`src/design/trbq_pkg.sv`:
```
// trbq_pkg: shared types and codes for the task ready/blocked queue
// used by trbq_cell, trbq_chain and task_ready_blocked_queue
package trbq_pkg;

  localparam logic [1:0] CMD_INSERT = 2'd0;
  localparam logic [1:0] CMD_REMOVE = 2'd1;
  localparam logic [1:0] CMD_RESUME = 2'd2;
  localparam logic [1:0] CMD_FIND   = 2'd3;

  localparam logic [2:0] ST_OK        = 3'd0;
  localparam logic [2:0] ST_NOT_FOUND = 3'd1;
  localparam logic [2:0] ST_FULL      = 3'd2;
  localparam logic [2:0] ST_DUPLICATE = 3'd3;
  localparam logic [2:0] ST_NOT_SUSP  = 3'd4;
  localparam logic [2:0] ST_BAD_PRIO  = 3'd5;

  localparam logic [3:0] MAX_PRIORITY_RESET = 4'd9;

  typedef struct packed {
    logic [1:0] command;
    logic [7:0] task_id;
    logic [3:0] priority_req;
    logic       is_blocked;
    logic       is_suspended;
  } in_item_t;

  typedef struct packed {
    logic [2:0] status;
    logic       found_queue;
    logic [3:0] position;
    logic [3:0] found_priority;
    logic       found_suspended;
  } out_item_t;

  typedef struct packed {
    logic [7:0] id;
    logic [3:0] prio;
    logic       susp;
  } entry_t;

  // per-cycle command broadcast to every cell of one chain
  typedef struct packed {
    logic   ins;       // insert new_entry, sorted or at head
    logic   sorted;    // sorted insert if 1, head insert if 0
    logic   del;       // remove the entry matching key
    logic   clr_susp;  // clear suspended mark of entry matching key
    logic [7:0] key;
    entry_t new_entry;
  } chain_op_t;

endpackage

```
`src/design/trbq_cell.sv`:
```
// trbq_cell: one queue slot holding valid, id, priority and suspended mark
// depends on trbq_pkg
module trbq_cell (
  input  logic               clk,
  input  logic               rst,
  input  trbq_pkg::chain_op_t op,
  input  logic               left_valid,
  input  trbq_pkg::entry_t   left_entry,
  input  logic               left_goes,   // left neighbor is at or beyond insert spot
  input  logic               left_hit,    // some cell left of here matches key
  input  logic               right_valid,
  input  trbq_pkg::entry_t   right_entry,
  output logic               valid,
  output trbq_pkg::entry_t   entry,
  output logic               goes,
  output logic               hit_out,
  output logic               hit
);

  logic             valid_next;
  trbq_pkg::entry_t entry_next;
  logic             here_goes;

  assign hit = valid && (entry.id == op.key);
  assign hit_out = left_hit || hit;
  // sorted: first cell whose prio exceeds new or is empty
  assign here_goes = op.sorted ? (!valid || (entry.prio > op.new_entry.prio)) : 1'b1;
  assign goes = left_goes || here_goes;

  always_comb begin
    valid_next = valid;
    entry_next = entry;
    if (op.ins) begin
      if (left_goes) begin
        valid_next = left_valid;
        entry_next = left_entry;
      end else if (here_goes) begin
        valid_next = 1'b1;
        entry_next = op.new_entry;
      end
    end else if (op.del) begin
      if (hit_out) begin
        valid_next = right_valid;
        entry_next = right_entry;
      end
    end else if (op.clr_susp && hit) begin
      entry_next.susp = 1'b0;
    end
  end

  always_ff @(posedge clk) begin
    if (rst) begin
      valid <= 1'b0;
    end else begin
      valid <= valid_next;
    end
    entry <= entry_next;
  end

endmodule

```
`src/design/trbq_chain.sv`:
```
// trbq_chain: a row of trbq_cell slots forming one queue with search results
// depends on trbq_pkg and trbq_cell
module trbq_chain #(
  parameter int DEPTH = 16
) (
  input  logic                clk,
  input  logic                rst,
  input  trbq_pkg::chain_op_t op,
  output logic                full,
  output logic                found,
  output logic [5:0]          found_pos,
  output trbq_pkg::entry_t    found_entry,
  output logic [5:0]          ins_pos
);

  logic             valid [DEPTH];
  trbq_pkg::entry_t entry [DEPTH];
  logic             goes  [DEPTH];
  logic             hito  [DEPTH];
  logic             hit   [DEPTH];

  for (genvar i = 0; i < DEPTH; i++) begin : g_cell
    logic             lv, rv, lg, lh;
    trbq_pkg::entry_t le, re;
    if (i == 0) begin : g_first
      assign lv = 1'b0;
      assign le = '0;
      assign lg = 1'b0;
      assign lh = 1'b0;
    end else begin : g_mid
      assign lv = valid[i-1];
      assign le = entry[i-1];
      assign lg = goes[i-1];
      assign lh = hito[i-1];
    end
    if (i == DEPTH - 1) begin : g_last
      assign rv = 1'b0;
      assign re = '0;
    end else begin : g_inner
      assign rv = valid[i+1];
      assign re = entry[i+1];
    end
    trbq_cell u_cell (
      .clk(clk), .rst(rst), .op(op),
      .left_valid(lv), .left_entry(le), .left_goes(lg), .left_hit(lh),
      .right_valid(rv), .right_entry(re),
      .valid(valid[i]), .entry(entry[i]), .goes(goes[i]),
      .hit_out(hito[i]), .hit(hit[i])
    );
  end

  assign full = valid[DEPTH-1];
  assign found = hito[DEPTH-1];

  always_comb begin
    found_pos = '0;
    found_entry = '0;
    ins_pos = '0;
    for (int i = DEPTH - 1; i >= 0; i--) begin
      if (hit[i]) begin
        found_pos = 6'(i);
        found_entry = entry[i];
      end
      if (goes[i]) ins_pos = 6'(i);
    end
  end

endmodule

```
`src/design/task_ready_blocked_queue.sv`:
```
// task_ready_blocked_queue: two shift-cell task queues (ready sorted, blocked lifo)
// the command is registered on transfer; one command at a time and the input
//   stays stalled until the result transfers, so a new command waits for the
//   last result and for any output stall
// the exec state looks up both chains, applies the shift and loads the result
// reset: sync active high, queues empty, max_priority back to 9
// depends on trbq_pkg, trbq_chain, trbq_cell
module task_ready_blocked_queue #(
  parameter int QUEUE_DEPTH = 16
) (
  input  logic                clk,
  input  logic                rst,
  input  logic                in_valid,
  output logic                in_stall,
  input  trbq_pkg::in_item_t  in_data,
  output logic                out_valid,
  input  logic                out_stall,
  output trbq_pkg::out_item_t out_data,
  input  logic                cfg_we,
  input  logic [3:0]          cfg_data
);

  localparam logic [1:0] S_IDLE = 2'd0;
  localparam logic [1:0] S_EXEC = 2'd1;

  logic [1:0]          state;
  logic [3:0]          max_priority;
  trbq_pkg::in_item_t  cmd;
  trbq_pkg::chain_op_t rop, bop;
  logic                r_full, r_found, b_full, b_found;
  logic [5:0]          r_pos, b_pos, r_ins, b_ins;
  trbq_pkg::entry_t    r_ent, b_ent;
  trbq_pkg::out_item_t res;
  logic                go;
  trbq_pkg::entry_t    new_e;

  // accept only when idle and the result register is free
  assign in_stall = (state != S_IDLE) || out_valid;
  assign go = (state == S_EXEC);

  always_ff @(posedge clk) begin
    if (rst) begin
      max_priority <= trbq_pkg::MAX_PRIORITY_RESET;
    end else if (cfg_we) begin
      max_priority <= cfg_data;
    end
  end

  always_ff @(posedge clk) begin
    if (in_valid && !in_stall) cmd <= in_data;
  end

  // decide the result and chain operations from the held command
  always_comb begin
    rop = '0;
    bop = '0;
    rop.key = cmd.task_id;
    bop.key = cmd.task_id;
    rop.sorted = 1'b1;
    new_e.id = cmd.task_id;
    new_e.prio = cmd.priority_req;
    new_e.susp = cmd.is_suspended;
    res = '0;
    // default: describe the found entry, ready queue first
    if (r_found) begin
      res.found_queue = 1'b0;
      res.position = r_pos[3:0];
      res.found_priority = r_ent.prio;
      res.found_suspended = r_ent.susp;
    end else if (b_found) begin
      res.found_queue = 1'b1;
      res.position = b_pos[3:0];
      res.found_priority = b_ent.prio;
      res.found_suspended = b_ent.susp;
    end
    case (cmd.command)
      trbq_pkg::CMD_INSERT: begin
        if (cmd.priority_req > max_priority) begin
          res = '0;
          res.status = trbq_pkg::ST_BAD_PRIO;
        end else if (r_found || b_found) begin
          res.status = trbq_pkg::ST_DUPLICATE;
        end else if (cmd.is_blocked ? b_full : r_full) begin
          res = '0;
          res.status = trbq_pkg::ST_FULL;
        end else begin
          res.status = trbq_pkg::ST_OK;
          res.found_queue = cmd.is_blocked;
          res.position = cmd.is_blocked ? 4'd0 : r_ins[3:0];
          res.found_priority = cmd.priority_req;
          res.found_suspended = cmd.is_suspended;
          rop.new_entry = new_e;
          bop.new_entry = new_e;
          rop.ins = go && !cmd.is_blocked;
          bop.ins = go && cmd.is_blocked;
        end
      end
      trbq_pkg::CMD_REMOVE: begin
        if (!(r_found || b_found)) begin
          res = '0;
          res.status = trbq_pkg::ST_NOT_FOUND;
        end else begin
          res.status = trbq_pkg::ST_OK;
          rop.del = go && r_found;
          bop.del = go && !r_found;
        end
      end
      trbq_pkg::CMD_RESUME: begin
        if (!(r_found || b_found)) begin
          res = '0;
          res.status = trbq_pkg::ST_NOT_FOUND;
        end else if (!res.found_suspended) begin
          res.status = trbq_pkg::ST_NOT_SUSP;
        end else if (r_found) begin
          res.status = trbq_pkg::ST_OK;
          res.found_suspended = 1'b0;
          rop.clr_susp = go;
        end else if (r_full) begin
          res.status = trbq_pkg::ST_FULL;
        end else begin
          // move blocked entry into ready queue at its priority
          rop.new_entry.id = cmd.task_id;
          rop.new_entry.prio = b_ent.prio;
          rop.new_entry.susp = 1'b0;
          bop.del = go;
          res.status = trbq_pkg::ST_OK;
          res.found_queue = 1'b0;
          res.found_suspended = 1'b0;
          res.position = r_ins[3:0];
          rop.ins = go;
        end
      end
      default: begin
        if (!(r_found || b_found)) begin
          res = '0;
          res.status = trbq_pkg::ST_NOT_FOUND;
        end else begin
          res.status = trbq_pkg::ST_OK;
        end
      end
    endcase
    // sorted spot search uses the new entry's priority even when idle
    if (!(rop.ins)) rop.new_entry.prio = (cmd.command == trbq_pkg::CMD_RESUME) ?
                                         b_ent.prio : cmd.priority_req;
  end

  trbq_chain #(.DEPTH(QUEUE_DEPTH)) u_ready (
    .clk(clk), .rst(rst), .op(rop), .full(r_full), .found(r_found),
    .found_pos(r_pos), .found_entry(r_ent), .ins_pos(r_ins)
  );

  trbq_chain #(.DEPTH(QUEUE_DEPTH)) u_blocked (
    .clk(clk), .rst(rst), .op(bop), .full(b_full), .found(b_found),
    .found_pos(b_pos), .found_entry(b_ent), .ins_pos(b_ins)
  );

  // blocked insert position is always the head
  logic unused_b_ins;
  assign unused_b_ins = ^b_ins;

  always_ff @(posedge clk) begin
    if (rst) begin
      state <= S_IDLE;
      out_valid <= 1'b0;
    end else begin
      unique case (state)
        S_IDLE: if (in_valid && !in_stall) state <= S_EXEC;
        S_EXEC: begin
          state <= S_IDLE;
          out_valid <= 1'b1;
        end
        default: state <= S_IDLE;
      endcase
      if (out_valid && !out_stall) out_valid <= 1'b0;
    end
    if (go) out_data <= res;
  end

endmodule

```
`config.mk`:
```
export PLATFORM = sky130hd
export DESIGN_NAME = task_ready_blocked_queue
export DESIGN_NICKNAME = d
export VERILOG_FILES = /design/src/design/trbq_pkg.sv /design/src/design/trbq_cell.sv /design/src/design/trbq_chain.sv /design/src/design/task_ready_blocked_queue.sv
export SDC_FILE = /design/constraint.sdc
export NUM_CORES = 2
export LEC_CHECK = 0
export BUFFER_PORTS_ARGS = -buffer_cell sky130_fd_sc_hd__buf_2
export CAP_MARGIN = 20
export CORE_ASPECT_RATIO = 1.5
export CORE_MARGIN = 2
export CORE_UTILIZATION = 45
export CTS_CLUSTER_SIZE = 16
export DETAILED_ROUTE_END_ITERATION = 16
export SETUP_SLACK_MARGIN = 0.05
export SLEW_MARGIN = 20
export SYNTH_ARGS = -nofsm -noshare
export SYNTH_HDL_FRONTEND = slang
export SYNTH_SLANG_ARGS = --single-unit
```
`constraint.sdc`:
```
create_clock -name clk -period 7.3 [get_ports clk]
set_input_delay 0.73 -clock clk [delete_from_list [all_inputs] [get_ports clk]]
set_output_delay 0.73 -clock clk [all_outputs]
set_load 0.02 [all_outputs]
```
# Yosys cells after proc, flatten, opt, wreduce, memory -nomap -nowiden
# Index checks and enable logic that the tools add are counted.
[op_classes] order_cmp=17 n_mux=436 n_eq_ne=66 reduce_logical=239 n_bitwise=1
[op_table] operator="13-bit two-way mux" count=104
[op_table] operator="12-bit two-way mux" count=33
[op_table] operator="8-bit equality test" count=32
[op_table] operator="4-bit two-way mux" count=52
[op_table] operator="1-bit two-way mux" count=199
[op_table] operator="5-bit two-way mux" count=35
[op_table] operator="3-bit AND reduction" count=32
[op_table] operator="3-bit by 1-bit != test with 1-bit output (second input constant)" count=31
[op_table] operator="4-bit greater-than comparator" count=17
[op_table] operator="2-bit nonzero test" count=34
[op_table] operator="1-bit logical OR" count=63
[op_table] operator="1-bit logical AND" count=54
[op_table] operator="13-bit case mux with 2 select lines" count=2
[op_table] operator="3-bit nonzero test" count=16
[op_table] operator="10-bit two-way mux" count=4
[op_table] operator="2-bit AND reduction" count=16
[op_table] operator="1-bit zero test" count=20
[op_table] operator="8-bit two-way mux" count=1
[op_table] operator="3-bit two-way mux" count=2
[op_table] operator="2-bit zero test" count=2
[op_table] operator="2-bit two-way mux" count=2
[op_table] operator="1-bit case mux with 2 select lines" count=2
[op_table] operator="2-bit OR reduction" count=2
[op_table] operator="2-bit by 1-bit equality test with 1-bit output (second input constant)" count=1
[op_table] operator="3 further kinds" count=3
[totals] register_bits=483 input_bits=25 wordCells=900 output_inout_bits=15

# Logic depth before layout (Yosys ltp)
[depth] word_depth=62 depth_mapped=29 ltp_nobuf=21

# Hierarchy
# A second synthesis with hierarchy kept.
[unflattened] cells_unflattened=4000 hier_area_um2=38220.4
[modules_own_cells] module="trbq_cell" n_inst=32 area_per_inst_um2=1019.7 cells_each=103 seq_area_each_um2=410.4
[modules_own_cells] module="trbq_chain" n_inst=2 area_per_inst_um2=1841.8 cells_each=269 seq_area_each_um2=0.0
[modules_own_cells] module="task_ready_blocked_queue" n_inst=1 area_per_inst_um2=1905.6 cells_each=166 seq_area_each_um2=991.0

# Worst setup path after synthesis
# Ideal clock, no wire load.
[synth_path] kind="flip-flop to flip-flop" startpoint="reg cmd, in the netlist bop[17]" endpoint="reg, netlist name u_ready.g_cell[14].u_cell.entry[10]" t_required_ps=6883 arrival_ps=6650 stages_incl_launch_ff=28 path_buffers=8 slack_ps=234 synth_period_minus_slack_ps=7066 setup_time_ps=417 path_cell_list="edfxtp_1 buf_6 buf_12 buf_12 xnor2_1 nand4_1 or3_1 nor2b_1 buf_2 and3_1 buf_4 nand4_4 buf_4 o21a_1 buf_4 nor2b_2 a21oi_1 ha_1 nor2b_1 o21a_1 o21a_1 o21ai_0 nand4_1 nor3_1 nand4_1 nor3_1 clkbuf_1 o21ai_0"
[synth_between] elab_chain_len=41 elab_cells_between_ends=194 classes_between="order compare (15); eq/ne (33); mux (51); reduce/logical (95)"
[synth_rtl] element="from (decl)" line="task_ready_blocked_queue.sv:28" rtl="trbq_pkg::in_item_t cmd;"
[synth_rtl] element="from (signal assigned)" line="task_ready_blocked_queue.sv:50" rtl="if (in_valid && !in_stall) cmd <= in_data;"
[synth_rtl] element="8-bit equality test" line="trbq_cell.sv:24" rtl="assign hit = valid && (entry.id == op.key);"
[synth_rtl] element="1-bit logical AND" line="trbq_cell.sv:24"
[synth_rtl] element="5-bit two-way mux (16 in a row)" line="trbq_chain.sv:60" rtl="if (hit[i]) begin"
[synth_rtl] element="13-bit two-way mux or 10-bit two-way mux (tied branches)" line="task_ready_blocked_queue.sv:118, task_ready_blocked_queue.sv:70"
[synth_rtl] element="13-bit two-way mux or 10-bit two-way mux (tied branches)" line="task_ready_blocked_queue.sv:114, task_ready_blocked_queue.sv:65"
[synth_rtl] element="13-bit two-way mux or 1-bit two-way mux (tied branches)" line="task_ready_blocked_queue.sv:112" rtl="end else if (!res.found_suspended) begin"
[synth_rtl] element="13-bit two-way mux or 1-bit two-way mux (tied branches)" line="task_ready_blocked_queue.sv:109" rtl="if (!(r_found || b_found)) begin"
[synth_rtl] element="13-bit case mux with 2 select lines or 1-bit case mux with 2 select lines (tied branches)" line="task_ready_blocked_queue.sv:76" rtl="case (cmd.command)"
[synth_rtl] element="4-bit two-way mux" line="task_ready_blocked_queue.sv:143" rtl="if (!(rop.ins)) rop.new_entry.prio = (cmd.command == trbq_pkg::CMD_RESUME) ?"
[synth_rtl] element="4-bit greater-than comparator" line="trbq_cell.sv:27" rtl="assign here_goes = op.sorted ? (!valid || (entry.prio > op.new_entry.prio)) : 1'b1;"
[synth_rtl] element="1-bit logical OR" line="trbq_cell.sv:27"
[synth_rtl] element="1-bit logical OR (13 in a row)" line="trbq_cell.sv:28" rtl="assign goes = left_goes || here_goes;"
[synth_rtl] element="3-bit by 1-bit != test with 1-bit output (no line)"
[synth_rtl] element="3-bit AND reduction (no line) (*)"
# Every way passes the cells marked *; elsewhere a longest branch is shown, timed or not.
# A chain may end at the register's enable or synchronous reset.

==> results.py <==
metrics = {
    "routing": {
        "dr.pass1.iters": 6,
        "vias": 28100,
        "ant_nets": 0,
        "wirelength_mm": 115,
        "via_per_inst": 6.44,
        "drc": 0,
        "wire_per_inst_um": 26.4,
        "drtIter0Drc": 2737,
    },
    "global_route": {
        "grt_util_met3_pct": 4.09,
        "grt_overflow": 0,
        "grt_most_used_layer": "met2",
        "antenna_found_initial": 2,
        "grtUsageMet1_pct": 35.4,
        "first_global_vias": 28300,
        "grt_usage_pct": 31.6,
        "grt_start_max_net_pins": 187,
        "globalRouteMet2Util_pct": 56.3,
        "grt_pass1_wl_mm": 173,
    },
    "final_layout": {
        "n_antenna_cell": 0,
        "nets": 3507,
        "area_growth_pct": 8.75,
        "stdcell_count": 4355,
        "drive_above_1_share_pct": 9.35,
        "layout_common_cells": "nand2_1 (785), edfxtp_1 (445), xnor2_1 (254)",
        "fillerInstances": 6561,
        "final_common_cell": "nand2_1",
    },
    "setup_path": {
        "critPathArrivalTime_ps": 7500,
        "crit_type": "flip-flop to flip-flop",
        "cp_cell_sequence": "buf_12 -> buf_4 -> xnor2_1 -> nand4_1 -> nor3_1 -> a2111oi_0 -> o311ai_0 -> a21oi_1 -> nor2_1 -> o32ai_2 -> inv_1 -> buf_4 -> ha_1 -> nand4_1 -> o21ai_0 -> a21o_1 -> o2111a_1 -> nand3_1 -> buf_4 -> or3_1 -> nor3_1 -> buf_4 -> nand3_1 -> a31oi_1",
        "crit_required_ps": 7780,
        "startpoint_type": "flip-flop",
        "worstPathMaxFanout": 29,
        "cp_slowest_stage_delay_ps": 880,
        "cpMostUsedCell": "buf_4",
        "crit_path_end_kind": "flip-flop",
        "crit_slowest_cell": "a2111oi_0",
    },
    "timing": {
        "tns_ps": 0,
        "setup_viol_count_final": 0,
        "finClkSkew_ps": 25.7,
        "slew_viol_final": 0,
        "worst_pin_slew_ps": 1130,
        "grt_setup_unrepaired": "no",
        "final.period_utilization_pct": 96.2,
        "max_slew_margin_pct": 24.4,
        "whs_ps": 257,
        "clock.fmax_mhz": 142,
        "min_period_ps": 7020,
        "finalHoldViolCount": 0,
    },
    "placement": {
        "port_buffers": 39,
        "gp_congestion": 0.970,
        "dp_hpwl_mm": 81.1,
        "dp.cells": 4257,
    },
    "floorplan": {
        "start_util_pct": 45.5,
        "row_count": 118,
        "die_area_um2": 72000,
        "die_w_um": 220,
        "die_y_um": 328,
        "ioPinCount": 40,
        "coreArea_um2": 69100,
    },
    "clock_network": {
        "cts_tree": "yes",
        "cts.repair.resized": 0,
        "h-tree-depth": 2,
        "clk_pin_slew_ps": 60,
        "numCtsBuffers": 52,
        "post-cts-setup-buffers": 0,
        "clkLatencyLatePin_ps": 650,
        "hold_buffers": 0,
        "clock-sinks": 483,
        "clockRootBuffer": "clkbuf_16",
        "ctsLongestPathBuffers": 3,
    },
    "logic_synthesis": {
        "netlist_instances": 3440,
        "synthesis.nets": 3536,
        "synthesis.area_um2": 31400,
        "synth_cell_types": 98,
        "synth-async-reset-ratio_pct": 0,
        "synth_ff_type": "edfxtp_1",
        "synth_seq_cells": 483,
        "synth_area_per_cell_um2": 9.13,
        "synth_edf_count": 445,
        "seq_area_frac_synth_pct": 45.0,
        "yosys_warnings": 0,
    },
    "power": {
        "p_leak_uw": 0.0120,
        "peakVddDrop_mv": 0.233,
        "powerDensity_nw_per_um2": 188,
    },
    "flow_run": {
        "drv_cap": 0,
    },
    "min_path": {
        "min_path_type": "input pin to flip-flop",
    },
    "outcome": {
        "status": "completed",
    },
}
## power by group
group	switching, uW	total [uW]	internal [uW]
Clock	1200	2820	1620
Sequential	30.2	3050	3020
Combinational	376	556	180
Total	1610	6430	4820
## registers in the layout, indices dropped and copies added (netlist names), 4 cells and up
| register | count |
|---|---|
| bop | 8 |
| u_blocked.g_cell.u_cell.valid | 16 |
| u_ready.g_cell.u_cell.entry | 208 |
| max_priority | 4 |
| u_blocked.g_cell.u_cell.entry | 208 |
| out_data | 13 |
| u_ready.g_cell.u_cell.valid | 16 |
| cmd | 8 |
## metal layers
metal	share of wire (%)	routed length, um	vias to the layer above
li1	-	-	12500
met5	0.010	12	-
met4	7.1	8200	2
met1	36	41300	13700
met2	51	58800	1417
met3	5.9	6780	466
## Yosys cell counts, types with 12 or more instances
| cell | n | area share [%] |
|---|---|---|
| a211oi_1 | 37 | 0.88 |
| a21oi_1 | 167 | 2.7 |
| a221oi_1 | 13 | 0.36 |
| a31oi_1 | 138 | 2.7 |
| and2_1 | 37 | 0.74 |
| and3_1 | 18 | 0.36 |
| buf_12 | 15 | 0.96 |
| buf_2 | 66 | 1.1 |
| buf_6 | 25 | 0.90 |
| clkbuf_1 | 119 | 1.4 |
| dfxtp_1 | 38 | 2.4 |
| edfxtp_1 | 445 | 43 |
| ha_1 | 71 | 2.8 |
| inv_1 | 60 | 0.72 |
| mux2i_1 | 35 | 1.1 |
| nand2_1 | 786 | 9.4 |
| nand3_1 | 158 | 2.5 |
| nand4_1 | 73 | 1.5 |
| nor2_1 | 122 | 1.5 |
| nor2b_1 | 29 | 0.58 |
| nor3_1 | 71 | 1.1 |
| nor4_1 | 32 | 0.64 |
| o211ai_1 | 31 | 0.74 |
| o21a_1 | 28 | 0.67 |
| o21ai_0 | 215 | 3.4 |
| o21ai_1 | 41 | 0.65 |
| o221ai_1 | 12 | 0.33 |
| o22ai_1 | 19 | 0.38 |
| o2bb2ai_1 | 19 | 0.53 |
| o31ai_1 | 22 | 0.53 |
| or3_1 | 47 | 0.94 |
| xnor2_1 | 254 | 7.1 |
## final cells by class
cell class	instances	area, um2	share of cell area, %
multi-input combinational	2643	15600	45.6
sequential	483	14100	41.4
clock buffer	79	1480	4.34
timing repair buffer	169	1350	3.94
tap	900	1130	3.30
clock inverter	19	287	0.839
inverter	62	233	0.681
## critical path, delay by kind of cell, from the launching register on
family	cells	cell delay, ps
AOI/OAI and AO/OA	8	2550
buffers and inverters	6	1750
adders and majority gates	1	300
xor gates and xnor gates	1	110
DFF	1	380
and+or+nand+nor	8	1690
## cell families (layout without fill, tap and decap cells)
kind of cell	count (synthesis)	in the layout	synth area share (%)
adder cells (fa/ha/maj)	71	71	2.83
AO/OA/AOI/OAI	842	842	16.9
multiplexers	39	39	1.29
AND/OR/NAND/NOR	1435	1435	21.1
XOR/XNOR	256	256	7.16
flip-flops	483	483	45.0
buffers and inverters	314	329	5.78
## worst paths after layout
path | from | cells past startpoint | end | slack (ps)
setup / recovery | bop[14] | 24 | u_ready.g_cell[10].u_cell.entry[8] | 280
hold / removal | in_data[15] | 1 | cmd[15] | 260
setup reg to reg | bop[14] | 24 | u_ready.g_cell[10].u_cell.entry[8] | 280
hold reg to reg | u_blocked.g_cell[0].u_cell.valid | 2 | u_blocked.g_cell[0].u_cell.valid | 510
## through the flow
stage	util, %	setup slack (ps)	power, uW	cell area [um2]
final	49.4	281	6430	34200
after global placement	46.8	368	3650	32400
after CTS	49.4	247	6450	34100
after global routing	49.4	95.1	6590	34200
after detailed placement	46.9	282	3660	32400
after floorplan	-	234	3500	31400
No activity file was read; power rests on OpenSTA's default activity.
